<file path="src/rtl/ldt_pkg.sv">
// ----------------------------------------------------------------------------
// ldt_pkg
// Shared types and constants of the limit input debounce and trip unit.
// ----------------------------------------------------------------------------
package ldt_pkg;

  localparam int INPUT_COUNT_DEF = 32;
  localparam int MAX_AXES_DEF    = 9;
  localparam int COUNT_BITS_DEF  = 22;

  localparam int IDX_W         = 5;
  localparam int MAP_W         = 45;
  localparam int STOP_MAP_W    = 10;
  localparam int LIMIT_W       = 20;
  localparam int AXES_W        = 4;
  localparam int WORD_W        = 32;
  localparam int DT_W          = 16;
  localparam int CAUSE_W       = 2;
  localparam int BITS_PER_AXIS = 3;
  localparam int ESTOP_POS     = 31;
  localparam int PROBE_POS     = 30;

  localparam int CFG_IDX_W  = 3;
  localparam int CFG_DATA_W = MAP_W;

  localparam logic [CFG_IDX_W-1:0] REG_MIN_MAP    = 3'd0;
  localparam logic [CFG_IDX_W-1:0] REG_MAX_MAP    = 3'd1;
  localparam logic [CFG_IDX_W-1:0] REG_HOME_MAP   = 3'd2;
  localparam logic [CFG_IDX_W-1:0] REG_STOP_PROBE = 3'd3;
  localparam logic [CFG_IDX_W-1:0] REG_LIMIT      = 3'd4;
  localparam logic [CFG_IDX_W-1:0] REG_AXES       = 3'd5;
  localparam logic [CFG_IDX_W-1:0] REG_INVERT     = 3'd6;
  localparam logic [CFG_IDX_W-1:0] REG_ENABLE     = 3'd7;

  localparam logic [LIMIT_W-1:0] LIMIT_RESET = 20'd10000;
  localparam logic [AXES_W-1:0]  AXES_RESET  = 4'd3;

  localparam logic [CAUSE_W-1:0] CAUSE_NONE  = 2'd0;
  localparam logic [CAUSE_W-1:0] CAUSE_ESTOP = 2'd1;
  localparam logic [CAUSE_W-1:0] CAUSE_LIMIT = 2'd2;

  typedef struct packed {
    logic [MAP_W-1:0]      min_map;
    logic [MAP_W-1:0]      max_map;
    logic [MAP_W-1:0]      home_sw_map;
    logic [STOP_MAP_W-1:0] stop_probe_map;
    logic [LIMIT_W-1:0]    limit_us;
    logic [AXES_W-1:0]     axis_count;
    logic [WORD_W-1:0]     invert_mask;
    logic [WORD_W-1:0]     enable_mask;
  } ldt_cfg_t;

endpackage

</file>
<file path="src/rtl/ldt_cfg_regs.sv">
// ----------------------------------------------------------------------------
// ldt_cfg_regs
// Configuration register file, written one register per transaction.
// ----------------------------------------------------------------------------
module ldt_cfg_regs (
  input  logic                           clk,
  input  logic                           rst_n,
  input  logic                           wr_en,
  input  logic [ldt_pkg::CFG_IDX_W-1:0]  wr_index,
  input  logic [ldt_pkg::CFG_DATA_W-1:0] wr_data,
  output ldt_pkg::ldt_cfg_t              cfg
);
  import ldt_pkg::*;

  ldt_cfg_t cfg_r;
  ldt_cfg_t cfg_nxt;

  always_comb begin
    cfg_nxt = cfg_r;
    if (wr_en) begin
      case (wr_index)
        REG_MIN_MAP:    cfg_nxt.min_map        = wr_data[MAP_W-1:0];
        REG_MAX_MAP:    cfg_nxt.max_map        = wr_data[MAP_W-1:0];
        REG_HOME_MAP:   cfg_nxt.home_sw_map    = wr_data[MAP_W-1:0];
        REG_STOP_PROBE: cfg_nxt.stop_probe_map = wr_data[STOP_MAP_W-1:0];
        REG_LIMIT:      cfg_nxt.limit_us       = wr_data[LIMIT_W-1:0];
        REG_AXES:       cfg_nxt.axis_count     = wr_data[AXES_W-1:0];
        REG_INVERT:     cfg_nxt.invert_mask    = wr_data[WORD_W-1:0];
        REG_ENABLE:     cfg_nxt.enable_mask    = wr_data[WORD_W-1:0];
        default:        cfg_nxt = cfg_r;
      endcase
    end
  end

  always_ff @(posedge clk) begin
    if (!rst_n) begin
      cfg_r            <= '0;
      cfg_r.limit_us   <= LIMIT_RESET;
      cfg_r.axis_count <= AXES_RESET;
    end else begin
      cfg_r <= cfg_nxt;
    end
  end

  assign cfg = cfg_r;

endmodule

</file>
<file path="config.mk">
export PLATFORM = sky130hd
export DESIGN_NAME = ldt_cfg_regs
export DESIGN_NICKNAME = d
export VERILOG_FILES = /design/src/rtl/ldt_pkg.sv /design/src/rtl/ldt_cfg_regs.sv
export SDC_FILE = /design/constraint.sdc
export NUM_CORES = 1
export LEC_CHECK = 0
export ABC_CLOCK_PERIOD_IN_PS = 1200
export BUFFER_PORTS_ARGS = -buffer_cell sky130_fd_sc_hd__buf_2
export CAP_MARGIN = 40
export CORE_MARGIN = 2
export CORE_UTILIZATION = 50
export CTS_CLUSTER_SIZE = 24
export DETAILED_ROUTE_END_ITERATION = 12
export GPL_ROUTABILITY_DRIVEN = 0
export GPL_TIMING_DRIVEN = 0
export HOLD_SLACK_MARGIN = 0.05
export MAX_ROUTING_LAYER = met4
export PLACE_DENSITY_LB_ADDON = 0.3
export SYNTH_ARGS = -nofsm -noshare
export SYNTH_HDL_FRONTEND = slang
export SYNTH_SLANG_ARGS = --single-unit
</file>
<file path="constraint.sdc">
create_clock -name clk -period 1.2 [get_ports clk]
set_input_delay 0.06 -clock clk [delete_from_list [all_inputs] [get_ports clk]]
set_output_delay 0.06 -clock clk [all_outputs]
set_load 0.02 [all_outputs]
</file>
## After elaboration in Yosys (flattened, before gate mapping)

Index checks and enable logic that the tools add are counted.

| storage, ports and cells | value |
|---|---|
| register bits after elaboration | 233 |
| latch bits | 0 |
| RAM bits | 0 |
| memory bits (read-only) | 0 |
| output and inout port bits | 233 |
| word-level logic and storage cells | 24 |
| memories kept | 0 |

| operators by class | value |
|---|---|
| add/subtract/negate cells | 0 |
| $mul | 0 |
| div/mod/pow operators | 0 |
| order comparisons | 0 |
| equality and inequality tests | 7 |
| shift-type cells | 0 |
| mux-type cells | 0 |
| bitwise gates (word level) | 0 |
| reductions and logical operators | 9 |

Operator list:

| cell | number |
|---|---|
| 2-bit AND reduction | 8 |
| 3-bit equality test, second input constant | 4 |
| 3-bit by 2-bit equality test with 1-bit output, second input constant | 2 |
| 3-bit by 1-bit equality test with 1-bit output, second input constant | 1 |
| 3-bit zero test | 1 |

## Depth between registers and ports, before layout

| depth | value |
|---|---|
| depth after elaboration | 2 |
| gate-level depth with buffers | 5 |

## Worst setup path before layout

Ideal clock, no wire load.

| timing | value |
|---|---|
| path kind | in2reg |
| start | in wr_index[0] in the netlist's numbering |
| end | reg cfg_r, in the netlist cfg[191] |
| arrival time | 951 ps |
| slack | 176 ps |
| cell stages on the path | 5 |
| cell sequence | buf_6 nor4b_4 buf_6 buf_12 mux2i_1 |

| on the way | value |
|---|---|
| word-level cells in the longest chain between the ends | 2 |

RTL lines:

| element | line | text |
|---|---|---|
| from (decl) | ldt_cfg_regs.sv:9 | `input logic [ldt_pkg::CFG_IDX_W-1:0] wr_index,` |
| 3-bit zero test | ldt_cfg_regs.sv:21 | `case (wr_index)` |
| 2-bit AND reduction (no source line) | - |  |
| to (signal assigned) | ldt_cfg_regs.sv:41 | `cfg_r <= cfg_nxt;` |
| to (decl) | ldt_cfg_regs.sv:15 | `ldt_cfg_t cfg_r;` |

Every way passes these cells.
A chain may end at the register's enable or synchronous reset.

## Worst setup path after layout

| timing | value |
|---|---|
| start | in wr_index[0] in the netlist's numbering |
| end | reg cfg_r, in the netlist cfg[46] |

| on the way | value |
|---|---|
| word-level cells in the longest chain between the ends | 2 |

RTL lines:

| element | line |
|---|---|
| 3-bit equality test | ldt_cfg_regs.sv:21 |
| 2-bit AND reduction (no source line) | - |

Every way passes these cells.

==> out/metrics.cfg <==
[status]
outcome=finished, violations left
failed_checks=hold timing

[finish]
syn_to_final_growth_pct=35.9
fillers=1314
final_common_cell=buf_2
fin_area_sq_um=11800
largest_reg_flops=233
drive_gt1_share_pct=30.2
seq_area_sq_um=4660
stdcell_count=1419
antenna_cells=0
multi_input_area_sq_um=3580
nets=1227
mostFrequentLayoutCells=buf_2 (290), nand2_1 (271), mux2i_1 (233), dfxtp_1 (233), dlygate4sd3_1 (50)

[floorplan]
top_level_ports=284
placeableCoreArea_sq_um=17100
rows=48
start_util_pct=50.6
die_area_sq_um=18400
die_h_um=136
fp.dieW_um=136

[logic_synthesis]
yosysTopAreaCell=dfxtp_1
muxShareOfSynthArea_pct=26.9
synthTopCellsByArea=dfxtp_1 (54%), mux2i_1 (27%), nand2_1 (12%), buf_6 (1.6%), buf_2 (1.0%)
synth-compound-area-share_pct=0
synthAdderAreaFrac_pct=0
ys_types=16
netlist_instances=822
yosys_warnings=0
yosys.area.top_type_share_pct=53.9
yosysSeqAreaShare_pct=53.9
yosys.area_share.simple_pct=14.3
synth.net_count=873
synth_top_family_by_area=multiplexers
synth_xor_area_share_pct=0
syn_avg_cell_area_sq_um=10.5
synth_seq_cells=233
synth_area_sq_um=8650

[critical_path]
crit_required_ns=1.62
crit_slowest_cell=dlygate4sd3_1
critPathMaxFanout=10
cp_cell_sequence=buf_6 -> dlygate4sd3_1 -> nand4b_4 -> buf_4 -> mux2i_1
r2r-end=cfg[186]$_SDFFE_PN0P_
r2r_slack_ns=0.51
endpoint_kind=flip-flop
r2r-start=cfg[186]$_SDFFE_PN0P_
path_delay_family=buffers and inverters
path_buf_inv=3
start_kind=input pin
cpPeakStageDelay_ns=0.67
path_class=in2reg
cp.arrival_ns=1.56
r2r_cells=2

[timing]
fmax_mhz=876
hold_viol_final=3
finalWorstSetupSlack_ns=0.0584
slew_headroom_pct=54.9
slew_viol_final=0
finalCritPeriodShare_pct=95.1
finClkSkew_ns=0
worstMarginPinSlew_ns=0.676
setup_violations=0
post-route-min-period_ns=1.14
whs_ns=-0.00973

[drt]
dr.pass1.iters=5
drc=0
wl_per_cell_um=17.8
viasPerCell=5.05
wirelength_mm=25.3
ant_nets=0
via_count=7169
drt_iter0_markers=349

[place]
dpl-instance-area_sq_um=10300
portBuffers=278
place_ws_ns=-0.191
place_hpwl_mm=17.3
dp_cells=1325

[clocking]
tritoncts=yes
cts_made_buffers=24
clock-root-buffer=clkbuf_16
post_cts_buffers=0
clk_pin_slew_worst_paths_ns=0.06
cts_sinks=233
htreeDepth=1
insertion_delay_ns=0.51
clock_path_buffers=3

[global_route]
gr-total-overflow=0
gr-usage-met2_pct=46.3
grt_use_total_pct=27.6
antenna_found_initial=0
grt_util_met1_pct=34.3
grt.busiest_layer=met2
grt_pass1_wl_mm=38.6
use_met3_pct=5.61
grt_max_degree=15
grt_pass1_vias=7129

[pwr]
share_comb_of_total_power_pct=8.0
sequentialPowerShare_pct=44.9
intPower_uw=13700
p_clk_share_pct=47.1
switchingPower_uw=4050
vdd_drop_max_mv=1.24
total_power_uw=17800
p_leak_uw=0.00636
p_per_area_nw_per_um2=1510
swShare_pct=22.8

[run]
max_cap_violations=0

[worst_hold_path]
min_path_cells=3
worstHoldPathType=in2reg
hold_start=wr_index[2]
holdPathEnd=cfg[32]$_SDFFE_PN0P_

-- repair_timing --
action | in CTS | in global routing
resized for setup | 0 | 8
endpoints found under the setup margin | 0 | 50
hold buffers | 50 | 1
hold endpoints to repair | 223 | 9
-- power groups by stage --
stage / clock [uW] / combinational, uW / sequential (uW)
after CTS: 8480 / 1410 / 7990
after floorplan: 0 / 584 / 8370
final: 8380 / 1420 / 7990
after global placement: 0 / 1270 / 8160
after global routing: 8800 / 1520 / 8010
after detailed placement: 0 / 1280 / 8160
-- worst register-to-register path: stages, from the launching register on --
cell	delay [ns]
dfxtp_1	0.36
nand2_1	0.07
mux2i_1	0.18
-- cells by family after synthesis --
kind of cell,Yosys count
mux,233
buf+inv,61
simple gates,295
flops,233
-- cell usage after synthesis --
cell,n
nor4b_4,1
nor2b_1,14
buf_12,4
nand4bb_1,3
nand4b_4,1
and4b_1,1
dfxtp_1,233
nand4b_1,2
mux2i_1,233
buf_2,18
nand2_1,271
buf_4,4
buf_6,12
nor4bb_1,1
nand4_2,1
clkbuf_1,23
-- how the worst max path moves through the flow --
stage           startpoint                    end  slack, ns  cells past startpoint
6_report       wr_index[0]   cfg[46]$_SDFFE_PN0P_       0.06                      5
5_1_grt        wr_index[0]   cfg[42]$_SDFFE_PN0P_      -0.01                      5
4_1_cts        wr_index[0]   cfg[46]$_SDFFE_PN0P_      0.006                      5
3_5_place_dp         rst_n  cfg[195]$_SDFFE_PN0P_      -0.19                      4
3_3_place_gp         rst_n  cfg[206]$_SDFFE_PN0P_      -0.16                      4
2_1_floorplan  wr_index[0]  cfg[191]$_SDFFE_PN0P_       0.18                      5
-- metrics by stage --
stage | util (%) | setup TNS, ns
after CTS | 68.6 | 0
final | 68.7 | 0
after global routing | 68.7 | -0.0124
after floorplan | - | 0
after detailed placement | 60.3 | -16.93
after global placement | 60.3 | -14.04
-- per-layer routing --
metal,share of wire (%),wire length (um)
met1,43,10800
met2,49,12300
met3,6.4,1620
met4,2.4,599
met5,0,0
-- area by class of cell --
type	count	share of cell area [%]
Tap cell	225	2.39
Clock buffer	32	5.79
Buffer	61	3.71
Sequential cell	233	39.6
Clock inverter	12	1.98
Multi-Input combinational cell	528	30.4
Timing Repair Buffer	328	16.1
No activity file was read; power rests on OpenSTA's default activity.
