$ cat src/rtl/ldt_pkg.sv
// ----------------------------------------------------------------------------
// ldt_pkg
// Shared types and constants of the limit input debounce and trip unit.
// ----------------------------------------------------------------------------
package ldt_pkg;

  localparam int INPUT_COUNT_DEF = 32;
  localparam int MAX_AXES_DEF    = 9;
  localparam int COUNT_BITS_DEF  = 22;

  localparam int IDX_W         = 5;
  localparam int MAP_W         = 45;
  localparam int STOP_MAP_W    = 10;
  localparam int LIMIT_W       = 20;
  localparam int AXES_W        = 4;
  localparam int WORD_W        = 32;
  localparam int DT_W          = 16;
  localparam int CAUSE_W       = 2;
  localparam int BITS_PER_AXIS = 3;
  localparam int ESTOP_POS     = 31;
  localparam int PROBE_POS     = 30;

  localparam int CFG_IDX_W  = 3;
  localparam int CFG_DATA_W = MAP_W;

  localparam logic [CFG_IDX_W-1:0] REG_MIN_MAP    = 3'd0;
  localparam logic [CFG_IDX_W-1:0] REG_MAX_MAP    = 3'd1;
  localparam logic [CFG_IDX_W-1:0] REG_HOME_MAP   = 3'd2;
  localparam logic [CFG_IDX_W-1:0] REG_STOP_PROBE = 3'd3;
  localparam logic [CFG_IDX_W-1:0] REG_LIMIT      = 3'd4;
  localparam logic [CFG_IDX_W-1:0] REG_AXES       = 3'd5;
  localparam logic [CFG_IDX_W-1:0] REG_INVERT     = 3'd6;
  localparam logic [CFG_IDX_W-1:0] REG_ENABLE     = 3'd7;

  localparam logic [LIMIT_W-1:0] LIMIT_RESET = 20'd10000;
  localparam logic [AXES_W-1:0]  AXES_RESET  = 4'd3;

  localparam logic [CAUSE_W-1:0] CAUSE_NONE  = 2'd0;
  localparam logic [CAUSE_W-1:0] CAUSE_ESTOP = 2'd1;
  localparam logic [CAUSE_W-1:0] CAUSE_LIMIT = 2'd2;

  typedef struct packed {
    logic [MAP_W-1:0]      min_map;
    logic [MAP_W-1:0]      max_map;
    logic [MAP_W-1:0]      home_sw_map;
    logic [STOP_MAP_W-1:0] stop_probe_map;
    logic [LIMIT_W-1:0]    limit_us;
    logic [AXES_W-1:0]     axis_count;
    logic [WORD_W-1:0]     invert_mask;
    logic [WORD_W-1:0]     enable_mask;
  } ldt_cfg_t;

endpackage

$ cat src/rtl/ldt_status_map.sv
// ----------------------------------------------------------------------------
// ldt_status_map
// Map debounced levels to the status word, detect edges, decide stop.
// ----------------------------------------------------------------------------
module ldt_status_map #(
  parameter int INPUT_COUNT = ldt_pkg::INPUT_COUNT_DEF,
  parameter int MAX_AXES    = ldt_pkg::MAX_AXES_DEF
) (
  input  logic                        clk,
  input  logic                        rst_n,
  input  logic                        advance,
  input  logic [INPUT_COUNT-1:0]      levels,
  input  logic                        machine_running,
  input  ldt_pkg::ldt_cfg_t           cfg,
  output logic [ldt_pkg::WORD_W-1:0]  status_nxt,
  output logic [ldt_pkg::WORD_W-1:0]  rising,
  output logic                        stop_request,
  output logic [ldt_pkg::CAUSE_W-1:0] stop_cause
);
  import ldt_pkg::*;

  localparam int LW = (INPUT_COUNT > 1) ? $clog2(INPUT_COUNT) : 1;

  logic [WORD_W-1:0] status_r;
  logic [AXES_W-1:0] axes;
  logic              limit_edge;

  function automatic logic level_of(input logic [INPUT_COUNT-1:0] lv,
                                    input logic [IDX_W-1:0] idx);
    logic r;
    if (32'(idx) >= INPUT_COUNT) begin
      r = 1'b0;
    end else begin
      r = lv[idx[LW-1:0]];
    end
    return r;
  endfunction

  assign axes = (cfg.axis_count > AXES_W'(MAX_AXES)) ? AXES_W'(MAX_AXES) : cfg.axis_count;

  always_comb begin
    status_nxt = status_r;
    for (int a = 0; a < MAX_AXES; a++) begin
      if (AXES_W'(a) < axes) begin
        status_nxt[a*BITS_PER_AXIS]     = level_of(levels, cfg.min_map[a*IDX_W +: IDX_W]);
        status_nxt[a*BITS_PER_AXIS + 1] = level_of(levels, cfg.max_map[a*IDX_W +: IDX_W]);
        status_nxt[a*BITS_PER_AXIS + 2] = level_of(levels, cfg.home_sw_map[a*IDX_W +: IDX_W]);
      end
    end
    status_nxt[ESTOP_POS] = level_of(levels, cfg.stop_probe_map[IDX_W-1:0]);
    status_nxt[PROBE_POS] = level_of(levels, cfg.stop_probe_map[2*IDX_W-1:IDX_W]);
  end

  assign rising = status_nxt & ~status_r;

  always_comb begin
    limit_edge = 1'b0;
    for (int a = 0; a < MAX_AXES; a++) begin
      if (AXES_W'(a) < axes) begin
        if (rising[a*BITS_PER_AXIS] || rising[a*BITS_PER_AXIS + 1]) begin
          limit_edge = 1'b1;
        end
      end
    end
  end

  always_comb begin
    if (status_nxt[ESTOP_POS]) begin
      stop_cause = CAUSE_ESTOP;
    end else if (machine_running && limit_edge) begin
      stop_cause = CAUSE_LIMIT;
    end else begin
      stop_cause = CAUSE_NONE;
    end
  end

  assign stop_request = (stop_cause != CAUSE_NONE);

  always_ff @(posedge clk) begin
    if (!rst_n) begin
      status_r <= '0;
    end else if (advance) begin
      status_r <= status_nxt;
    end
  end

endmodule

$ cat config.mk
export PLATFORM = sky130hd
export DESIGN_NAME = ldt_status_map
export DESIGN_NICKNAME = d
export VERILOG_FILES = /design/src/rtl/ldt_pkg.sv /design/src/rtl/ldt_status_map.sv
export SDC_FILE = /design/constraint.sdc
export NUM_CORES = 1
export LEC_CHECK = 0
export BUFFER_PORTS_ARGS = -buffer_cell sky130_fd_sc_hd__buf_4
export CAP_MARGIN = 20
export CELL_PAD_IN_SITES_DETAIL_PLACEMENT = 0
export CELL_PAD_IN_SITES_GLOBAL_PLACEMENT = 2
export CORE_MARGIN = 5
export CORE_UTILIZATION = 35
export CTS_BUF_LIST = sky130_fd_sc_hd__clkbuf_8
export CTS_CLUSTER_SIZE = 8
export DETAILED_ROUTE_END_ITERATION = 12
export PLACE_DENSITY = 0.95
export RECOVER_POWER = 25
export SLEW_MARGIN = 20
export SYNTH_ARGS = -nofsm -noshare
export SYNTH_HDL_FRONTEND = slang
export SYNTH_SLANG_ARGS = --single-unit
$ cat constraint.sdc
create_clock -name clk -period 7.6 [get_ports clk]
set_clock_uncertainty 0.2 [all_clocks]
set_input_delay 1.52 -clock clk [delete_from_list [all_inputs] [get_ports clk]]
set_output_delay 1.52 -clock clk [all_outputs]
set_load 0.02 [all_outputs]
# Word-level counts from Yosys, hierarchy flattened
# Cells that the tools add are included.
[classes]
magnitude_cmp = 39
muxes = 88
bitwise = 2
reduce_logical = 11
[ops]
columns = ["cell", "count"]
rows = [
  ["5-bit by 6-bit < comparator with 1-bit output, second input constant", 29],
  ["1-bit binary-select mux with 5-bit select", 29],
  ["1-bit 2-to-1 mux", 47],
  ["32-bit bitwise AND", 1],
  ["32-bit NOT", 1],
  ["3-bit 2-to-1 mux", 9],
  ["3-bit by 4-bit < comparator with 1-bit output, first input constant", 4],
  ["1-bit logical OR", 9],
  ["1-bit by 4-bit < comparator with 1-bit output, first input constant", 2],
  ["2-bit by 4-bit < comparator with 1-bit output, first input constant", 2],
  ["4-bit greater-than comparator, second input constant", 1],
  ["4-bit < comparator, first input constant", 1],
  ["2-bit 2-to-1 mux", 2],
  ["4-bit 2-to-1 mux", 1],
  ["2-bit nonzero test", 1],
  ["1-bit logical AND", 1],
]
[word_totals]
regBits = 29
inputBits = 269
elab_cells = 141

# Depth between registers and ports, before layout
[depth]
ltp_word = 28
ltp_mapped = 10
depth_no_buf = 8

# Least setup slack after synthesis
# OpenSTA, ideal clock, no wires.
[synth_path]
path_kind = "input -> output"
start = "input port levels[3]"
end = "output port stop_request"
arrival_ps = 3898
slack_ps = 1982
stages = 10
cell_sequence = "clkbuf_1 buf_2 mux2i_1 a22oi_1 nand3_1 o31a_1 a211oi_1 nor4_1 and4b_1 a31oi_1"
[synth_via]
word_cells_on_any_way = 79
classes_between = "67 x mux; 1 x bitwise; 11 x reduce/logical"
[synth_rtl]
columns = ["element", "line", "source"]
rows = [
  ["start: declaration", "ldt_status_map.sv:12", "input logic [INPUT_COUNT-1:0] levels,"],
  ["1-bit binary-select mux with 5-bit select *", "ldt_status_map.sv:34", "r = lv[idx[LW-1:0]];"],
  ["1-bit 2-to-1 mux (implied by the code) *", "ldt_status_map.sv:34", ""],
  ["3-bit 2-to-1 mux *", "ldt_status_map.sv:44", "if (AXES_W'(a) < axes) begin"],
  ["32-bit bitwise AND *", "ldt_status_map.sv:54", "assign rising = status_nxt & ~status_r;"],
  ["via rising, one bit", "ldt_status_map.sv:16", "output logic [ldt_pkg::WORD_W-1:0] rising,"],
  ["1-bit logical OR *", "ldt_status_map.sv:60", "if (rising[a*BITS_PER_AXIS] || rising[a*BITS_PER_AXIS + 1]) begin"],
  ["1-bit 2-to-1 mux *", "ldt_status_map.sv:60", ""],
  ["1-bit 2-to-1 mux *", "ldt_status_map.sv:59", "if (AXES_W'(a) < axes) begin"],
  ["1-bit 2-to-1 mux", "ldt_status_map.sv:60", ""],
  ["1-bit 2-to-1 mux *", "ldt_status_map.sv:59", ""],
  ["1-bit 2-to-1 mux", "ldt_status_map.sv:60", ""],
  ["1-bit 2-to-1 mux *", "ldt_status_map.sv:59", ""],
  ["1-bit logical AND *", "ldt_status_map.sv:70", "end else if (machine_running && limit_edge) begin"],
  ["2-bit 2-to-1 mux *", "ldt_status_map.sv:70", ""],
  ["2-bit 2-to-1 mux *", "ldt_status_map.sv:68", "if (status_nxt[ESTOP_POS]) begin"],
  ["2-bit nonzero test *", "ldt_status_map.sv:77", "assign stop_request = (stop_cause != CAUSE_NONE);"],
  ["end: declaration", "ldt_status_map.sv:17", "output logic stop_request,"],
]
# The timed path passes the listed nets; every way through them passes the cells marked *. The select of a mux whose other input is x is not followed.

# Worst setup path in the final report
[layout_path]
start = "input port cfg[169] (netlist bit)"
end = "output port stop_request"
[layout_via]
elab_chain_cells = 17
[layout_lines]
columns = ["element", "line", "source"]
rows = [
  ["start: declaration", "ldt_status_map.sv:14", "input ldt_pkg::ldt_cfg_t cfg,"],
  ["1-bit binary-select mux with 5-bit select *", "ldt_status_map.sv:34", ""],
  ["1-bit 2-to-1 mux (implied by the code) *", "ldt_status_map.sv:34", ""],
  ["3-bit 2-to-1 mux *", "ldt_status_map.sv:44", ""],
  ["32-bit bitwise AND *", "ldt_status_map.sv:54", ""],
  ["1-bit logical OR *", "ldt_status_map.sv:60", ""],
  ["1-bit 2-to-1 mux *", "ldt_status_map.sv:60", ""],
  ["1-bit 2-to-1 mux *", "ldt_status_map.sv:59", ""],
  ["1-bit 2-to-1 mux", "ldt_status_map.sv:60", ""],
  ["1-bit 2-to-1 mux *", "ldt_status_map.sv:59", ""],
  ["1-bit 2-to-1 mux", "ldt_status_map.sv:60", ""],
  ["1-bit 2-to-1 mux *", "ldt_status_map.sv:59", ""],
  ["1-bit 2-to-1 mux", "ldt_status_map.sv:60", ""],
  ["1-bit 2-to-1 mux *", "ldt_status_map.sv:59", ""],
  ["1-bit logical AND *", "ldt_status_map.sv:70", ""],
  ["2-bit 2-to-1 mux *", "ldt_status_map.sv:70", ""],
  ["2-bit 2-to-1 mux *", "ldt_status_map.sv:68", ""],
  ["2-bit nonzero test *", "ldt_status_map.sv:77", ""],
]
# Mark *: on every way between the ends. The rest lies on a longest branch, timed or not. The select of a mux whose other input is x is not followed.

==> flow_summary.json <==
{
  "via_per_inst": 6.800,
  "syn_area_per_cell_um2": 10.03,
  "final.setup.worst_slack_ps": 1241,
  "startpoint_type": "input port",
  "core_area_um2": 28550,
  "dieHeight_um": 179.5,
  "cts_resized": 0,
  "fin_util": 0.4083,
  "crit_type": "input port to output port",
  "drv_slew": 0,
  "syn-instance-count": 1002,
  "power_density_nw_per_um2": 100.5,
  "swShare": 0.4572,
  "place.gp.congestion": 0.8337,
  "layout_worst_path_cycle_share": 0.8367,
  "drv_cap": 0,
  "crit_required_ps": 5880,
  "vias": 9955,
  "p_int_mw": 0.6357,
  "cts_setup_buffers": 0,
  "cts_sinks": 29,
  "leakage_nw": 4.686,
  "drc": 0,
  "power_frac_clock": 0.105,
  "regMostFlops": "status_r",
  "end_kind": "output port",
  "die_x_um": 179.5,
  "ctsHoldBuffers": 0,
  "drive_above_1_share": 0.4235,
  "wl_per_cell_um": 29.07,
  "hold_viol_final": 0,
  "grt_pass1_wl_mm": 62.40,
  "grt_usage": 0.2478,
  "fin_setup_tns_ps": 0,
  "drtPass1Iterations": 5,
  "port_buffers": 245,
  "reg2reg_slack_ps": 6450,
  "grt_antenna_before_repair": 1,
  "final_cells": 1464,
  "cp_max_fo": 14,
  "outcome": "completed",
  "worst_slew_pin_slew_ps": 1054,
  "cts_max_level": 2,
  "dieArea_um2": 32220,
  "fin_crit_ps": 6359,
  "power.switching_mw": 0.5354,
  "place_ws_ps": 1530,
  "ios": 336,
  "max-slew-margin-rel": 0.2970,
  "drt-total-wl_mm": 42.56,
  "clk_latency_ps": 280,
  "rows": 62,
  "hold_ws_ps": 293.1,
  "crit_arrival_ps": 4640,
  "ys_seq_area_frac": 0.05774,
  "async_flop_share": 0,
  "area_delta_synth_final_pct": 15.92,
  "ant_nets": 0,
  "reg.largest.list": "status_r (29)",
  "sequentialPowerShare": 0.149,
  "fin_nets": 1347,
  "yosys_warnings": 0,
  "grt_overflow": 0,
  "comb_power_share": 0.746,
  "rsz0062_at_grt": "false",
  "synthDistinctLibCells": 57,
  "synth_edf_count": 0,
  "start_util": 0.3522,
  "placedCellCount": 1455,
  "hp-class": "flip-flop to flip-flop",
  "root_buffer": "clkbuf_8",
  "tritoncts": "built",
  "largest_register_ffs": 29,
  "clockBufferDepth": 2,
  "cts_buffers": 5,
  "final_cell_mix": "243 x buf_4, 184 x mux4_2, 161 x mux2i_1",
  "dp_hpwl_mm": 26.70,
  "ys.flop_type": "dfxtp_1",
  "first_iter_violations": 1229,
  "ys_ff_latch": 29,
  "finalSetupViolCount": 0,
  "grt_max_degree": 33,
  "synth.cell_area_um2": 10050,
  "layout_commonest_cell": "buf_4",
  "first_global_vias": 10010,
  "clkTransAtPathRegs_ps": 60,
  "peakVddDrop_v": 0.00008878,
  "max_freq_mhz": 157.3
}
-- per-layer routing --
layer | track usage | vias up | part of all wire
li1 | - | 4096 | -
met1 | 0.3301 | 4877 | 0.38
met2 | 0.3921 | 852 | 0.45
met3 | 0.06750 | 130 | 0.13
met4 | 0.08382 | 0 | 0.037
met5 | 0 | - | 0
-- Yosys cell counts, types with 5 or more instances --
library cell,count,area share
a2111oi_0,8,0.0070
a211oi_1,9,0.0067
a21oi_1,34,0.017
a22oi_1,23,0.017
buf_2,49,0.024
buf_4,10,0.0075
buf_6,5,0.0056
clkbuf_1,111,0.041
dfxtp_1,29,0.058
inv_1,21,0.0078
mux2_2,15,0.017
mux2i_1,161,0.16
mux4_1,13,0.034
mux4_2,184,0.41
nand2_1,54,0.020
nand2b_1,13,0.0081
nand3_1,25,0.012
nor2_1,49,0.018
nor2b_1,45,0.028
nor3_1,25,0.012
nor3b_1,11,0.0082
nor4_1,5,0.0031
o211a_1,6,0.0060
o21ai_0,15,0.0075
o22ai_1,6,0.0037
or2_2,5,0.0031
-- worst paths after layout --
check	cells after the start	end	start
min	1	status_r[30]	status_r[30]
min reg2reg	1	status_r[30]	status_r[30]
max reg2reg	4	status_r[15]	status_r[15]
max	10	stop_request	cfg[169]
-- layout make-up --
| class | count | area (um2) |
|---|---|---|
| Fill cell | 2804 | 16890 |
| Clock inverter | 3 | 11.26 |
| Clock buffer | 5 | 68.82 |
| Inverter | 21 | 78.83 |
| Tap cell | 384 | 480.5 |
| Multi-Input combinational cell | 776 | 8601 |
| Sequential cell | 29 | 580.6 |
| Timing Repair Buffer | 245 | 1832 |
| Antenna cell | 1 | 2.502 |
-- critical path, stage by stage --
cell and delay [ps]:
clkbuf_1 710, mux4_2 590, mux2_2 270, nand3b_1 90
and4_1 360, nor3_1 130, nor4_1 360, and4b_1 310
a31oi_1 100, buf_4 190
-- power by group through the flow --
stage | clock network (mW) | logic [mW] | registers, mW
floorplan | 0 | 0.572 | 0.176
global placement | 0 | 0.848 | 0.177
detailed placement | 0 | 0.863 | 0.178
CTS | 0.127 | 0.865 | 0.175
global route | 0.132 | 0.924 | 0.177
finish | 0.123 | 0.873 | 0.175
-- logic make-up after synthesis --
group,Yosys count,synth area share
mux,373,0.6232
simple gates,266,0.1412
buf+inv,202,0.08922
compound gates,131,0.08823
flops,29,0.05774
other cells,1,0.0003730
-- stage by stage --
step,instance area [um2],power (mW)
2_1_floorplan,10070,0.7484
3_3_place_gp,11570,1.025
3_5_place_dp,11570,1.041
4_1_cts,11650,1.166
5_1_grt,11650,1.233
6_report,11650,1.171
No activity file was read; power rests on OpenSTA's default activity.
