### src/rtl/ldt_pkg.sv
// ----------------------------------------------------------------------------
// ldt_pkg
// Shared types and constants of the limit input debounce and trip unit.
// ----------------------------------------------------------------------------
package ldt_pkg;

  localparam int INPUT_COUNT_DEF = 32;
  localparam int MAX_AXES_DEF    = 9;
  localparam int COUNT_BITS_DEF  = 22;

  localparam int IDX_W         = 5;
  localparam int MAP_W         = 45;
  localparam int STOP_MAP_W    = 10;
  localparam int LIMIT_W       = 20;
  localparam int AXES_W        = 4;
  localparam int WORD_W        = 32;
  localparam int DT_W          = 16;
  localparam int CAUSE_W       = 2;
  localparam int BITS_PER_AXIS = 3;
  localparam int ESTOP_POS     = 31;
  localparam int PROBE_POS     = 30;

  localparam int CFG_IDX_W  = 3;
  localparam int CFG_DATA_W = MAP_W;

  localparam logic [CFG_IDX_W-1:0] REG_MIN_MAP    = 3'd0;
  localparam logic [CFG_IDX_W-1:0] REG_MAX_MAP    = 3'd1;
  localparam logic [CFG_IDX_W-1:0] REG_HOME_MAP   = 3'd2;
  localparam logic [CFG_IDX_W-1:0] REG_STOP_PROBE = 3'd3;
  localparam logic [CFG_IDX_W-1:0] REG_LIMIT      = 3'd4;
  localparam logic [CFG_IDX_W-1:0] REG_AXES       = 3'd5;
  localparam logic [CFG_IDX_W-1:0] REG_INVERT     = 3'd6;
  localparam logic [CFG_IDX_W-1:0] REG_ENABLE     = 3'd7;

  localparam logic [LIMIT_W-1:0] LIMIT_RESET = 20'd10000;
  localparam logic [AXES_W-1:0]  AXES_RESET  = 4'd3;

  localparam logic [CAUSE_W-1:0] CAUSE_NONE  = 2'd0;
  localparam logic [CAUSE_W-1:0] CAUSE_ESTOP = 2'd1;
  localparam logic [CAUSE_W-1:0] CAUSE_LIMIT = 2'd2;

  typedef struct packed {
    logic [MAP_W-1:0]      min_map;
    logic [MAP_W-1:0]      max_map;
    logic [MAP_W-1:0]      home_sw_map;
    logic [STOP_MAP_W-1:0] stop_probe_map;
    logic [LIMIT_W-1:0]    limit_us;
    logic [AXES_W-1:0]     axis_count;
    logic [WORD_W-1:0]     invert_mask;
    logic [WORD_W-1:0]     enable_mask;
  } ldt_cfg_t;

endpackage

### src/rtl/ldt_counter.sv
// ----------------------------------------------------------------------------
// ldt_counter
// Integrating debounce counter and debounced level of one input.
// ----------------------------------------------------------------------------
module ldt_counter #(
  parameter int COUNT_BITS = ldt_pkg::COUNT_BITS_DEF
) (
  input  logic                        clk,
  input  logic                        rst_n,
  input  logic                        advance,
  input  logic                        enable,
  input  logic                        closed,
  input  logic [ldt_pkg::DT_W-1:0]    elapsed_us,
  input  logic [ldt_pkg::LIMIT_W-1:0] limit_us,
  output logic                        level_nxt
);
  import ldt_pkg::*;

  localparam int SW = ((COUNT_BITS > LIMIT_W) ? COUNT_BITS : LIMIT_W) + 2;
  localparam logic signed [SW-1:0] HI_W = SW'((64'sd1 <<< (COUNT_BITS - 1)) - 64'sd1);
  localparam logic signed [SW-1:0] LO_W = -HI_W - SW'(1);
  localparam logic signed [SW-1:0] ZERO_W = '0;

  logic signed [COUNT_BITS-1:0] count_r;
  logic signed [COUNT_BITS-1:0] count_nxt;
  logic                         level_r;
  logic signed [SW-1:0]         cnt_w;
  logic signed [SW-1:0]         dt_w;
  logic signed [SW-1:0]         lim_w;
  logic signed [SW-1:0]         sum_w;

  function automatic logic signed [COUNT_BITS-1:0] sat(input logic signed [SW-1:0] v);
    logic signed [COUNT_BITS-1:0] r;
    if (v > HI_W) begin
      r = HI_W[COUNT_BITS-1:0];
    end else if (v < LO_W) begin
      r = LO_W[COUNT_BITS-1:0];
    end else begin
      r = v[COUNT_BITS-1:0];
    end
    return r;
  endfunction

  assign cnt_w = SW'(count_r);
  assign dt_w  = $signed({{(SW-DT_W){1'b0}}, elapsed_us});
  assign lim_w = $signed({{(SW-LIMIT_W){1'b0}}, limit_us});
  assign sum_w = closed ? (cnt_w + dt_w) : (cnt_w - dt_w);

  always_comb begin
    count_nxt = count_r;
    level_nxt = level_r;
    if (enable) begin
      if (!closed) begin
        if (cnt_w > ZERO_W) begin
          count_nxt = sat(sum_w);
        end else begin
          count_nxt = '0;
          level_nxt = 1'b0;
        end
      end else begin
        if (cnt_w < lim_w) begin
          count_nxt = sat(sum_w);
        end else begin
          count_nxt = sat(lim_w);
          level_nxt = 1'b1;
        end
      end
    end
  end

  always_ff @(posedge clk) begin
    if (!rst_n) begin
      count_r <= '0;
      level_r <= 1'b0;
    end else if (advance) begin
      count_r <= count_nxt;
      level_r <= level_nxt;
    end
  end

endmodule

### config.mk
export PLATFORM = sky130hd
export DESIGN_NAME = ldt_counter
export DESIGN_NICKNAME = d
export VERILOG_FILES = /design/src/rtl/ldt_pkg.sv /design/src/rtl/ldt_counter.sv
export SDC_FILE = /design/constraint.sdc
export NUM_CORES = 1
export LEC_CHECK = 0
export BUFFER_PORTS_ARGS = -buffer_cell sky130_fd_sc_hd__buf_2
export CAP_MARGIN = 15
export CORE_UTILIZATION = 25
export DETAILED_ROUTE_END_ITERATION = 8
export GPL_TIMING_DRIVEN = 0
export PLACE_DENSITY = 0.43
export SLEW_MARGIN = 20
export SYNTH_ARGS = -nofsm -noshare
export SYNTH_HDL_FRONTEND = slang
export SYNTH_SLANG_ARGS = --single-unit
export TNS_END_PERCENT = 30
### constraint.sdc
create_clock -name clk -period 4.3 [get_ports clk]
set_input_delay 0.215 -clock clk [delete_from_list [all_inputs] [get_ports clk]]
set_output_delay 0.215 -clock clk [all_outputs]
set_load 0.005 [all_outputs]
Yosys cells after proc, flatten, opt, wreduce, memory -nomap -nowiden
Index checks and enable logic that the tools add are counted.
{ "word_totals": {"latch_bits": 0, "elab_cells": 23, "rom_bits": 0, "ff_bits": 23, "n_memories": 0, "inputBits": 41, "ram_bits": 0, "out_inout_bits": 1} }
{ "op_classes": {"div_mod_pow": 0, "magnitude_cmp": 6, "n_eq_ne": 0, "shifts": 0, "mux": 12, "n_addsub": 2, "n_bitwise": 0, "reduce_logical": 1, "n_mul": 0} }
{ "ops": {"columns": ["cell", "count"], "rows": [
  ["$mux 22", 7],
  ["$gt 24x22->1 const B", 1],
  ["$lt 24x22->1 const B", 1],
  ["$mux 24", 1],
  ["$add 22x17->23", 1],
  ["$sub 22x17->23", 1],
  ["$gt 22x1->1 const B", 1],
  ["$lt 21x22->1 const B", 1],
  ["$lt 22x21->1", 1],
  ["$gt 20x21->1 const B", 1],
  ["$mux 1", 4],
  ["$reduce_and 2->1", 1]
]} }

Logic depth before layout (Yosys ltp)
Gate-level depths: netlist (run 1).
{ "logic_depth": {"ltp_word": 7, "ltp_mapped": 17, "ltp_nobuf": 16} }

Least setup slack after synthesis (run 1)
Ideal clock, no wire load.
{ "synth_timing": {"path_type": "input port to flip-flop", "startpoint": "input elapsed_us[2] in the netlist's numbering", "endpoint": "register count_r[1]", "t_required_ns": 4.213, "setup_ns": 0.087, "n_path_buf": 0, "slack_ns": 0.831, "path_stages": 15, "arrival_time_ns": 3.382, "path_cell_list": "nor4_2 nor4b_1 and2_1 a21oi_1 xor2_1 ha_1 a21oi_1 o21ai_0 a221o_1 a21o_1 a21oi_1 xnor2_2 nor2_1 a21o_1 o31ai_1"} }
{ "synth_between": {"elab_chain_cells": 7, "elab_cells_between_ends": 10, "cone_classes": "add/sub: 2; order compare: 2; mux: 6"} }
{ "synth_rtl": {"columns": ["item", "line", "rtl"], "rows": [
  ["from (decl)", "ldt_counter.sv:13", "input logic [ldt_pkg::DT_W-1:0] elapsed_us,"],
  ["$sub 22x17->23 or $add 22x17->23 (tied branches)", "ldt_counter.sv:47", "assign sum_w = closed ? (cnt_w + dt_w) : (cnt_w - dt_w);"],
  ["$mux 24 *", "ldt_counter.sv:47", null],
  ["$lt 24x22->1", "ldt_counter.sv:36", "end else if (v < LO_W) begin"],
  ["$mux 22", "ldt_counter.sv:36", null],
  ["$mux 22 *", "ldt_counter.sv:34", "if (v > HI_W) begin"],
  ["$mux 22 (on tied branches)", "ldt_counter.sv:54, ldt_counter.sv:61", null],
  ["$mux 22 *", "ldt_counter.sv:53", "if (!closed) begin"],
  ["to (signal assigned)", "ldt_counter.sv:76", "count_r <= count_nxt;"],
  ["to (decl)", "ldt_counter.sv:24", "logic signed [COUNT_BITS-1:0] count_r;"]
]} }
Every way passes the cells marked *; elsewhere a longest branch is shown, timed or not.
A chain may end at the register's enable or synchronous reset.

Final worst setup path (run 1)
Same ends and word-level chain as after synthesis.

==> results.py, run 1 <==
metrics = {
    "logic_synthesis": {
        "synth_warnings": 0,
        "ys_top_cells_by_area": "sky130_fd_sc_hd__ha_1 (20%), sky130_fd_sc_hd__dfxtp_1 (15%), sky130_fd_sc_hd__a21oi_1 (6.2%), sky130_fd_sc_hd__xor2_1 (5.8%), sky130_fd_sc_hd__nand2_1 (4.5%)",
        "asyncSetResetFlopFracSynth": 0,
        "synth_top_cell_area_share": 0.196,
        "ys_types": 56,
        "post_synth_instance_area_um2": 3000,
        "synth_edf_count": 0,
        "netlist.top_cell.by_area": "sky130_fd_sc_hd__ha_1",
        "syn-mean-instance-area_um2": 7.57,
        "netlist_instances": 396,
        "synth-seq-cells": 23,
        "most_used_dff_post_synth": "sky130_fd_sc_hd__dfxtp_1",
        "yosysSeqAreaShare": 0.154,
        "synth.net_count": 485,
    },
    "timing": {
        "whs_ns": 0.202,
        "final_critical_path_required_period_ns": 3.79,
        "timing.final.setup_violations": 0,
        "final-max-slew-violation-count": 0,
        "fmax_mhz": 264,
        "tightestPinTransition_ns": 0.621,
        "rsz0062_at_grt": "false",
        "hold_viol": 0,
        "max_slew_margin": 0.586,
        "final_min_period_over_clock_period": 0.882,
        "largest_clock_skew_in_the_final_design_ns": 0.00257,
    },
    "setup_path": {
        "critical_path.reg2reg.endpoint": "count_r[1]",
        "worstSetupPathType": "input port to register",
        "cp_num_buf_inv": 1,
        "largest_fanout_of_any_net_on_the_critical_path": 8,
        "cp-end-kind": "register",
        "worst_path_max_delay_cell": "sky130_fd_sc_hd__nor4b_2",
        "crit_path_cell_trace": "buf_2 -> nor4_2 -> nor4b_2 -> and2_1 -> a21oi_1 -> xor2_1 -> ha_1 -> a21oi_1 -> o21ai_0 -> a221o_1 -> a21o_1 -> a21oi_1 -> xnor2_2 -> nor2_1 -> a21o_1 -> o31ai_1",
        "worstSetupStartpointType": "input port",
        "crit_path_arrival_time_ns": 3.97,
        "r2r_slack_ns": 1.06,
        "crit_required_ns": 4.48,
        "r2r.worst_path.cells": 11,
        "timing.critical_path.max_delay_family": "compound AO/OA/AOI/OAI gates",
        "rr_startpoint": "count_r[0]",
        "crit_top_cell": "sky130_fd_sc_hd__a21oi_1",
        "cp_slowest_stage_delay_ns": 0.44,
    },
    "clock_network": {
        "clk-insertion-delay-late_ns": 0.26,
        "cts.reportedPaths.clkPinSlew_ns": 0.06,
        "cts.root.buffer_cell": "sky130_fd_sc_hd__clkbuf_16",
        "post_cts_buffers": 0,
        "cts_max_level": 1,
        "cts_made_buffers": 3,
        "cts.sink_count": 23,
        "max-clock-path-buffers": 2,
        "cts_tree": "built",
    },
    "grt": {
        "grt.total_usage": 0.148,
        "first_pass_grt_wire_length_mm": 14.6,
        "busiest_layer": "met2",
        "grt_use_met1": 0.216,
        "antenna_violations_before_repair": 0,
        "largest_net_degree_at_the_start_of_global_routing": 13,
        "groute.layer.met3.usage": 0.0109,
        "first_global_vias": 2801,
        "use_met2": 0.241,
        "grt_overflow": 0,
    },
    "job": {
        "maxCapViolCount": 0,
    },
    "floorplan": {
        "initial_core_utilization": 0.259,
        "die_h_um": 112,
        "floorplan.die.width_um": 112,
        "core_region_area_um2": 11600,
        "placement_rows": 39,
        "design.die.area_um2": 12400,
        "design.portCount": 42,
    },
    "pwr": {
        "ir_drop_mv": 0.149,
        "power.density_nw_per_um2": 407,
        "p_leak_nw": 1.64,
    },
    "cells_and_area": {
        "final_core_util": 0.300,
        "fill_cells": 1248,
        "finalNetCount": 531,
        "insertedDiodeCount": 0,
        "layout-drive-gt1-share": 0.134,
        "stdcell_area_um2": 3470,
        "area_growth_syn_to_layout_pct": 15.6,
    },
    "hold_path": {
        "worstHoldPathType": "input port to register",
        "hold-path-endpoint": "count_r[15]",
        "min_delay_path_depth": 3,
        "hp-start": "limit_us[15]",
    },
    "placed_design": {
        "placed_cell_area_um2": 3380,
        "hpwl_after_detailed_placement_mm": 7.82,
        "place_congestion": 0.821,
        "buffer_ports.inserted": 41,
    },
    "run_status": {
        "status": "finished, violations left",
        "violated_checks": "DRC",
    },
    "routing": {
        "detail_route.first_pass.iterations": 9,
        "detail_route.vias_per_cell": 4.99,
        "post_drt_wl_per_cell_um": 15.6,
        "route.detailed.drc": 4,
        "vias": 2912,
        "total_wirelength_of_the_detailed_routed_design_mm": 9.13,
        "drtAntennaViolNets": 0,
        "drt_first_iter_violations": 119,
    },
}
==> worst register-to-register path: cells and delay by family, from the launching register on <==
kind,cells,cell delay [ns]
AOI/OAI and AO/OA,7,1.77
xor gates and xnor gates,1,0.21
adders and majority gates,2,0.71
DFF,1,0.38
and+or+nand+nor,1,0.09
==> how the worst max path moves through the flow <==
stage / from / end / slack (ns) / cells after the start
6_report: elapsed_us[2] / count_r[1] / 0.51 / 16
5_1_grt: elapsed_us[2] / count_r[1] / 0.21 / 16
4_1_cts: elapsed_us[2] / count_r[1] / 0.29 / 16
3_5_place_dp: elapsed_us[2] / count_r[1] / -0.003 / 16
3_3_place_gp: elapsed_us[2] / count_r[1] / 0.05 / 16
2_1_floorplan: elapsed_us[2] / count_r[1] / 0.83 / 15
==> kinds of logic (layout without fill, tap and decap cells) <==
kind of cell | Yosys count | in the layout | synth area share
AOI/OAI and AO/OA | 135 | 135 | 0.283
and+or+nand+nor | 117 | 117 | 0.199
adders and majority gates | 48 | 48 | 0.203
buffers and inverters | 36 | 81 | 0.0488
xor gates and xnor gates | 34 | 34 | 0.102
DFF | 23 | 23 | 0.154
muxes | 3 | 3 | 0.0104
==> cell usage in the layout, fill, tap and decap left out, types with 3 or more instances in the layout <==
cell type                   synthesis  routed
sky130_fd_sc_hd__ha_1              47      47
sky130_fd_sc_hd__buf_2              0      41
sky130_fd_sc_hd__a21oi_1           37      37
sky130_fd_sc_hd__nand2_1           36      36
sky130_fd_sc_hd__inv_1             27      27
sky130_fd_sc_hd__nor2_1            24      24
sky130_fd_sc_hd__dfxtp_1           23      23
sky130_fd_sc_hd__xor2_1            20      20
sky130_fd_sc_hd__o21ai_0           19      19
sky130_fd_sc_hd__xnor2_1           13      13
sky130_fd_sc_hd__o21ai_1           13      13
sky130_fd_sc_hd__a21o_1            11      11
sky130_fd_sc_hd__a22oi_1           11      11
sky130_fd_sc_hd__o211ai_1           9       9
sky130_fd_sc_hd__clkbuf_1           7       8
sky130_fd_sc_hd__and2_1             8       8
sky130_fd_sc_hd__a31oi_1            8       8
sky130_fd_sc_hd__nor3_1             7       7
sky130_fd_sc_hd__nor2b_1            7       7
sky130_fd_sc_hd__o22ai_1            7       7
sky130_fd_sc_hd__nand3_1            6       6
sky130_fd_sc_hd__nand2b_1           4       4
sky130_fd_sc_hd__nand4_1            4       4
sky130_fd_sc_hd__nor4_1             4       4
sky130_fd_sc_hd__and3_1             3       3
sky130_fd_sc_hd__clkbuf_16          0       3
==> metal layers <==
metal | vias to the layer above | routed length (um)
met5 | - | 0
met4 | 0 | 68
met3 | 5 | 263
met2 | 46 | 3940
met1 | 1320 | 4870
li1 | 1541 | -
==> state kept, by name, indices dropped and copies added (netlist names) <==
register,cells
count_r,22
level_r,1
==> through the flow <==
stage                     power (mW)  setup WS [ns]  setup TNS (ns)  cells
after floorplan                0.957          0.831               0    396
after global placement          1.20         0.0535               0    580
after detailed placement        1.21       -0.00332        -0.00332    580
after CTS                       1.42          0.287               0    584
after global routing            1.54          0.208               0    584
final                           1.41          0.508               0    584
==> Yosys cell counts, types with 3 or more instances <==
cell type,number
sky130_fd_sc_hd__a21o_1,11
sky130_fd_sc_hd__xnor2_1,13
sky130_fd_sc_hd__nand3_1,6
sky130_fd_sc_hd__nand2_1,36
sky130_fd_sc_hd__o21ai_0,19
sky130_fd_sc_hd__nand2b_1,4
sky130_fd_sc_hd__a22oi_1,11
sky130_fd_sc_hd__clkbuf_1,7
sky130_fd_sc_hd__and2_1,8
sky130_fd_sc_hd__nand4_1,4
sky130_fd_sc_hd__a31oi_1,8
sky130_fd_sc_hd__inv_1,27
sky130_fd_sc_hd__o21ai_1,13
sky130_fd_sc_hd__ha_1,47
sky130_fd_sc_hd__nor2_1,24
sky130_fd_sc_hd__nor2b_1,7
sky130_fd_sc_hd__o211ai_1,9
sky130_fd_sc_hd__nor4_1,4
sky130_fd_sc_hd__o22ai_1,7
sky130_fd_sc_hd__nor3_1,7
sky130_fd_sc_hd__xor2_1,20
sky130_fd_sc_hd__and3_1,3
sky130_fd_sc_hd__a21oi_1,37
sky130_fd_sc_hd__dfxtp_1,23
==> repair_timing <==
action,in CTS,in global routing
setup endpoints to repair,0,1
hold buffers,0,0
gates resized for setup,0,1
==> report_power, final <==
| group | switching (mW) | total, mW | leakage, nW | internal (mW) |
|---|---|---|---|---|
| registers | 0.0845 | 0.347 | 0.188 | 0.263 |
| clock network | 0.0825 | 0.209 | 0.0382 | 0.127 |
| logic | 0.483 | 0.854 | 1.42 | 0.370 |
| total | 0.650 | 1.41 | 1.64 | 0.760 |
==> cell type report <==
class	instances	area [um2]	area share
sequential	23	460	0.133
tap	143	179	0.0516
clock buffer	4	78.8	0.0227
timing repair buffer	41	205	0.0592
inverter	27	101	0.0292
multi-input combinational	337	2400	0.692
buffer	9	45.0	0.0130
No activity file was read; power rests on OpenSTA's default activity.
==> run 2: changes to the inputs <==
--- a/config.mk
+++ b/config.mk
@@ -10,7 +10,7 @@
 export CORE_UTILIZATION = 25
 export DETAILED_ROUTE_END_ITERATION = 8
 export GPL_TIMING_DRIVEN = 0
-export PLACE_DENSITY = 0.43
+export PLACE_DENSITY = 0.38
 export SLEW_MARGIN = 20
 export SYNTH_ARGS = -nofsm -noshare
 export SYNTH_HDL_FRONTEND = slang
==> run 2 against run 1 <==
Compared with the run above:
- setup slack better by 0.017 ns
- clock skew increased by 0.00051 ns
- global-route usage up 0.96 points
- highest routed layer unchanged
- combinational power is essentially flat
- core utilization did not move
- final cell count unchanged
- die area unchanged
- the flow still finishes with violations (DRC)
- sequential power about the same
==> results.py, run 2 (same netlist as run 1, synthesis figures left out) <==
metrics = {
    "cells_and_area": {
        "multi_input_area_um2": 2400,
        "area_growth_syn_to_layout_pct": 15.6,
        "stdcell_count": 584,
        "fill_cells": 1272,
        "layout.area.seq_um2": 460,
        "layout.cells.most_common": "sky130_fd_sc_hd__ha_1",
        "layout-drive-gt1-share": 0.134,
        "finalNetCount": 531,
        "max_ffs_per_register": 22,
        "final_core_util": 0.300,
        "register_bank_with_the_most_flops": "count_r",
        "top_library_cells_by_usage_in_the_layout_fill_and_taps_aside": "sky130_fd_sc_hd__ha_1 (47), sky130_fd_sc_hd__buf_2 (41), sky130_fd_sc_hd__a21oi_1 (37)",
        "insertedDiodeCount": 0,
        "layout_top_registers": "count_r: 22 flops, level_r: 1 flops",
        "stdcell_area_um2": 3470,
    },
    "floorplan": {
        "core_region_area_um2": 11600,
        "die_h_um": 112,
        "placement_rows": 39,
        "floorplan.die.width_um": 112,
        "initial_core_utilization": 0.259,
        "design.portCount": 42,
        "design.die.area_um2": 12400,
    },
    "timing": {
        "whs_ns": 0.209,
        "final_critical_path_required_period_ns": 3.78,
        "hold_viol": 0,
        "largest_clock_skew_in_the_final_design_ns": 0.00308,
        "fmax_mhz": 265,
        "timing.final.setup_violations": 0,
        "final-max-slew-violation-count": 0,
        "final_min_period_over_clock_period": 0.878,
        "final.setup.tns_ns": 0,
        "rsz0062_at_grt": "false",
        "max_slew_margin": 0.595,
        "tightestPinTransition_ns": 0.607,
        "worst_slack_ns": 0.525,
    },
    "setup_path": {
        "crit_required_ns": 4.48,
        "r2r_slack_ns": 0.99,
        "crit_top_cell": "sky130_fd_sc_hd__a21oi_1",
        "crit_path_cell_trace": "buf_2 -> nor4_2 -> nor4b_2 -> and2_1 -> a21oi_1 -> xor2_1 -> ha_1 -> a21oi_1 -> o21ai_0 -> a221o_1 -> a21o_1 -> a21oi_1 -> xnor2_2 -> nor2_1 -> a21o_1 -> o31ai_1",
        "worst_path_max_delay_cell": "sky130_fd_sc_hd__nor4b_2",
        "cp_slowest_stage_delay_ns": 0.43,
        "r2r.worst_path.cells": 11,
        "cp-end-kind": "register",
        "critical_path.reg2reg.endpoint": "count_r[1]",
        "worstSetupStartpointType": "input port",
        "rr_startpoint": "count_r[0]",
        "crit_path_arrival_time_ns": 3.96,
        "worstSetupPathType": "input port to register",
        "largest_fanout_of_any_net_on_the_critical_path": 8,
        "timing.critical_path.max_delay_family": "compound AO/OA/AOI/OAI gates",
        "cp_num_buf_inv": 1,
    },
    "clock_network": {
        "cts_max_level": 1,
        "cts.reportedPaths.clkPinSlew_ns": 0.06,
        "hold_buffers": 0,
        "cts.root.buffer_cell": "sky130_fd_sc_hd__clkbuf_16",
        "clk-insertion-delay-late_ns": 0.26,
        "max-clock-path-buffers": 2,
        "cts_made_buffers": 3,
        "cts_tree": "built",
        "cts.sink_count": 23,
    },
    "grt": {
        "first_global_vias": 2912,
        "grt_overflow": 0,
        "grt.total_usage": 0.158,
        "antenna_violations_before_repair": 0,
        "first_pass_grt_wire_length_mm": 15.4,
        "largest_net_degree_at_the_start_of_global_routing": 13,
    },
    "pwr": {
        "power.density_nw_per_um2": 407,
        "power.total_mw": 1.41,
        "p_leak_nw": 1.64,
        "ir_drop_mv": 0.131,
    },
    "hold_path": {
        "min_delay_path_depth": 3,
        "worstHoldPathType": "input port to register",
        "hp-start": "limit_us[15]",
        "hold-path-endpoint": "count_r[15]",
    },
    "placed_design": {
        "buffer_ports.inserted": 41,
        "placed_cell_area_um2": 3380,
        "setup_ws_pre_cts_ns": -0.0325,
        "numPlacedInstances": 580,
        "place_congestion": 0.805,
        "hpwl_after_detailed_placement_mm": 8.15,
    },
    "routing": {
        "detail_route.first_pass.iterations": 9,
        "drtAntennaViolNets": 0,
        "vias": 2945,
        "drt_first_iter_violations": 132,
        "post_drt_wl_per_cell_um": 16.3,
        "detail_route.vias_per_cell": 5.04,
        "route.detailed.drc": 5,
        "total_wirelength_of_the_detailed_routed_design_mm": 9.51,
    },
    "run_status": {
        "violated_checks": "DRC",
        "status": "finished, violations left",
    },
    "job": {
        "maxCapViolCount": 0,
    },
}
==> run 2: cell counts in the layout (fill, tap and decap cells not counted) <==
Identical to the previous run, type by type.
==> run 2: worst max-delay path by stage <==
stage / start / endpoint / slack [ns] / cells past startpoint
finish: elapsed_us[2] / count_r[1] / 0.52 / 16
CTS: elapsed_us[2] / count_r[1] / 0.24 / 16
floorplan: elapsed_us[2] / count_r[1] / 0.83 / 15
global route: elapsed_us[2] / count_r[1] / 0.13 / 16
detailed placement: elapsed_us[2] / count_r[17] / -0.03 / 17
global placement: elapsed_us[2] / count_r[1] / -0.009 / 16
==> run 2: routing by layer <==
layer / global-route usage / vias to the layer above / share of wire
met5: 0 / - / 0
met4: 0.0477 / 0 / 0.017
met3: 0.0103 / 8 / 0.034
met2: 0.255 / 51 / 0.43
met1: 0.225 / 1345 / 0.52
li1: - / 1541 / -
==> run 2: cell type report <==
type                            instances  area share
Buffer                                  9      0.0130
Clock buffer                            4      0.0227
Inverter                               27      0.0292
Multi-Input combinational cell        337       0.692
Sequential cell                        23       0.133
Tap cell                              143      0.0516
Timing Repair Buffer                   41      0.0592
==> run 2: what timing repair did <==
action / in CTS / in global routing
setup buffers: 0 / 0
resized for setup: 0 / 1
endpoints found under the setup margin: 0 / 11
==> run 2: power breakdown <==
group          internal (mW)  total (mW)  switching, mW  leakage (nW)
Combinational          0.371       0.855          0.485          1.42
Sequential             0.263       0.348         0.0854         0.188
Clock                  0.127       0.208         0.0811        0.0382
Total                  0.760        1.41          0.651          1.64
==> run 2: worst register-to-register path, delay by kind of cell, from the launching register on <==
family | cells | cell delay [ns]
adder cells (fa/ha/maj) | 2 | 0.72
AND/OR/NAND/NOR | 1 | 0.10
AO/OA/AOI/OAI | 7 | 1.78
flip-flops | 1 | 0.40
XOR/XNOR | 1 | 0.22
==> run 3: changes to the inputs <==
--- a/config.mk
+++ b/config.mk
@@ -7,7 +7,10 @@
 export LEC_CHECK = 0
 export BUFFER_PORTS_ARGS = -buffer_cell sky130_fd_sc_hd__buf_2
 export CAP_MARGIN = 15
+export CORE_ASPECT_RATIO = 1.4
+export CORE_MARGIN = 2
 export CORE_UTILIZATION = 25
+export CTS_CLUSTER_DIAMETER = 60
 export DETAILED_ROUTE_END_ITERATION = 8
 export GPL_TIMING_DRIVEN = 0
 export PLACE_DENSITY = 0.38
==> run 3 against run 2 <==
Compared with the run above:
- the run now ends clean
- clock power is essentially flat
- highest routed layer unchanged
- critical path depth stayed put
- critical path type unchanged
- largest power group unchanged
- clock-buffer cell count unchanged
- sequential power down 3%
- clock skew is 0.0016 ns higher
==> results.py, run 3 (same netlist as run 1, synthesis figures left out) <==
metrics = {
    "setup_path": {
        "crit_required_ns": 4.47,
        "crit_path_arrival_time_ns": 4.13,
        "r2r.worst_path.cells": 11,
        "r2r_slack_ns": 0.88,
        "critical_path.reg2reg.endpoint": "count_r[1]",
        "cp-end-kind": "register",
        "worstSetupStartpointType": "input port",
        "worstSetupPathType": "input port to register",
        "largest_fanout_of_any_net_on_the_critical_path": 8,
        "rr_startpoint": "count_r[0]",
    },
    "grt": {
        "antenna_violations_before_repair": 0,
        "first_pass_grt_wire_length_mm": 16.2,
        "groute.layer.met3.usage": 0.00622,
        "grt_use_met1": 0.202,
        "use_met2": 0.306,
        "grt.total_usage": 0.165,
        "first_global_vias": 3066,
        "grt_overflow": 0,
        "busiest_layer": "met2",
        "largest_net_degree_at_the_start_of_global_routing": 13,
    },
    "timing": {
        "timing.final.setup_violations": 0,
        "final_critical_path_required_period_ns": 3.96,
        "rsz0062_at_grt": "false",
        "fmax_mhz": 252,
        "hold_viol": 0,
        "whs_ns": 0.206,
        "final-max-slew-violation-count": 0,
        "max_slew_margin": 0.556,
        "final_min_period_over_clock_period": 0.921,
        "worst_slack_ns": 0.340,
        "largest_clock_skew_in_the_final_design_ns": 0.00471,
        "tightestPinTransition_ns": 0.666,
    },
    "floorplan": {
        "design.die.area_um2": 12900,
        "floorplan.die.width_um": 96.6,
        "die_h_um": 134,
        "design.portCount": 42,
        "core_region_area_um2": 11800,
        "initial_core_utilization": 0.255,
        "placement_rows": 47,
    },
    "cells_and_area": {
        "insertedDiodeCount": 0,
        "register_bank_with_the_most_flops": "count_r",
        "area_growth_syn_to_layout_pct": 16.1,
        "stdcell_count": 588,
        "fill_cells": 1323,
        "stdcell_area_um2": 3480,
        "top_library_cells_by_usage_in_the_layout_fill_and_taps_aside": "sky130_fd_sc_hd__ha_1 (47), sky130_fd_sc_hd__buf_2 (41), sky130_fd_sc_hd__a21oi_1 (37)",
        "finalNetCount": 531,
        "max_ffs_per_register": 22,
        "layout.cells.most_common": "sky130_fd_sc_hd__ha_1",
        "layout_top_registers": "count_r: 22 flops, level_r: 1 flops",
        "layout-drive-gt1-share": 0.134,
    },
    "pwr": {
        "internal-power_mw": 0.761,
        "ir_drop_mv": 0.137,
        "clock_power_share": 0.148,
        "p_leak_nw": 1.65,
        "power.share.sequential": 0.237,
        "power.density_nw_per_um2": 407,
        "comb_power_share": 0.615,
        "p_sw_frac": 0.463,
        "power_switching_mw": 0.655,
    },
    "job": {
        "maxCapViolCount": 0,
    },
    "placed_design": {
        "numPlacedInstances": 584,
        "buffer_ports.inserted": 41,
        "hpwl_after_detailed_placement_mm": 8.65,
        "placed_cell_area_um2": 3390,
        "setup_ws_pre_cts_ns": -0.142,
        "place_congestion": 0.840,
    },
    "hold_path": {
        "min_delay_path_depth": 3,
        "hold-path-endpoint": "count_r[18]",
        "hp-start": "limit_us[18]",
        "worstHoldPathType": "input port to register",
    },
    "routing": {
        "post_drt_wl_per_cell_um": 17.7,
        "detail_route.first_pass.iterations": 4,
        "drt_first_iter_violations": 110,
        "drtAntennaViolNets": 0,
        "route.detailed.drc": 0,
        "detail_route.vias_per_cell": 5.22,
        "total_wirelength_of_the_detailed_routed_design_mm": 10.4,
        "vias": 3068,
    },
    "clock_network": {
        "cts.root.buffer_cell": "sky130_fd_sc_hd__clkbuf_16",
        "cts.sink_count": 23,
        "hold_buffers": 0,
        "cts_max_level": 1,
        "max-clock-path-buffers": 2,
        "cts_tree": "built",
        "cts.reportedPaths.clkPinSlew_ns": 0.06,
        "clk-insertion-delay-late_ns": 0.26,
        "cts_made_buffers": 3,
        "post_cts_buffers": 0,
        "post_cts_resize_count": 0,
    },
    "run_status": {
        "status": "finished clean",
    },
}
-- run 3: routing by layer --
layer,vias to the layer above,share of wire
li1,1538,-
met1,1443,0.43
met4,0,0.022
met2,71,0.52
met3,16,0.027
met5,-,0
-- run 3: power by group through the flow --
stage	clock network, mW	logic [mW]	registers [mW]
floorplan	0	0.646	0.311
global placement	0	0.866	0.343
detailed placement	0	0.873	0.343
CTS	0.214	0.877	0.339
global route	0.223	0.978	0.344
finish	0.209	0.871	0.336
-- run 3: layout make-up --
class | instances | area, um2 | share of cell area
inverter | 27 | 101 | 0.0291
buffer | 9 | 45.0 | 0.0129
timing repair buffer | 41 | 205 | 0.0589
multi-input combinational | 337 | 2410 | 0.691
sequential | 23 | 460 | 0.132
clock buffer | 4 | 78.8 | 0.0226
tap | 147 | 184 | 0.0528
-- run 3: critical path, cell delays in order --
cell	delay, ns
sky130_fd_sc_hd__buf_2	0.14
sky130_fd_sc_hd__nor4_2	0.39
sky130_fd_sc_hd__nor4b_4	0.47
sky130_fd_sc_hd__and2_1	0.30
sky130_fd_sc_hd__a21oi_1	0.10
sky130_fd_sc_hd__xor2_1	0.18
sky130_fd_sc_hd__ha_1	0.36
sky130_fd_sc_hd__a21oi_1	0.15
sky130_fd_sc_hd__o21ai_0	0.17
sky130_fd_sc_hd__a221o_1	0.33
sky130_fd_sc_hd__a21o_1	0.18
sky130_fd_sc_hd__a21oi_1	0.22
sky130_fd_sc_hd__xnor2_2	0.22
sky130_fd_sc_hd__nor2_1	0.09
sky130_fd_sc_hd__a21o_1	0.34
sky130_fd_sc_hd__o31ai_1	0.27
-- run 3: through the flow --
stage | util | total power, mW | TNS [ns]
global route | 0.296 | 1.55 | 0
global placement | 0.288 | 1.21 | -9.15
detailed placement | 0.289 | 1.22 | -1.04
finish | 0.296 | 1.42 | 0
floorplan | - | 0.957 | 0
CTS | 0.295 | 1.43 | 0
-- run 3: how the worst max path moves through the flow --
stage,slack [ns],start,endpoint,cells past startpoint
6_report,0.34,elapsed_us[2],count_r[1],16
5_1_grt,0.009,elapsed_us[2],count_r[1],16
4_1_cts,0.11,elapsed_us[2],count_r[1],16
3_5_place_dp,-0.14,elapsed_us[2],count_r[1],16
3_3_place_gp,-0.53,elapsed_us[2],count_r[1],16
2_1_floorplan,0.83,elapsed_us[2],count_r[1],15
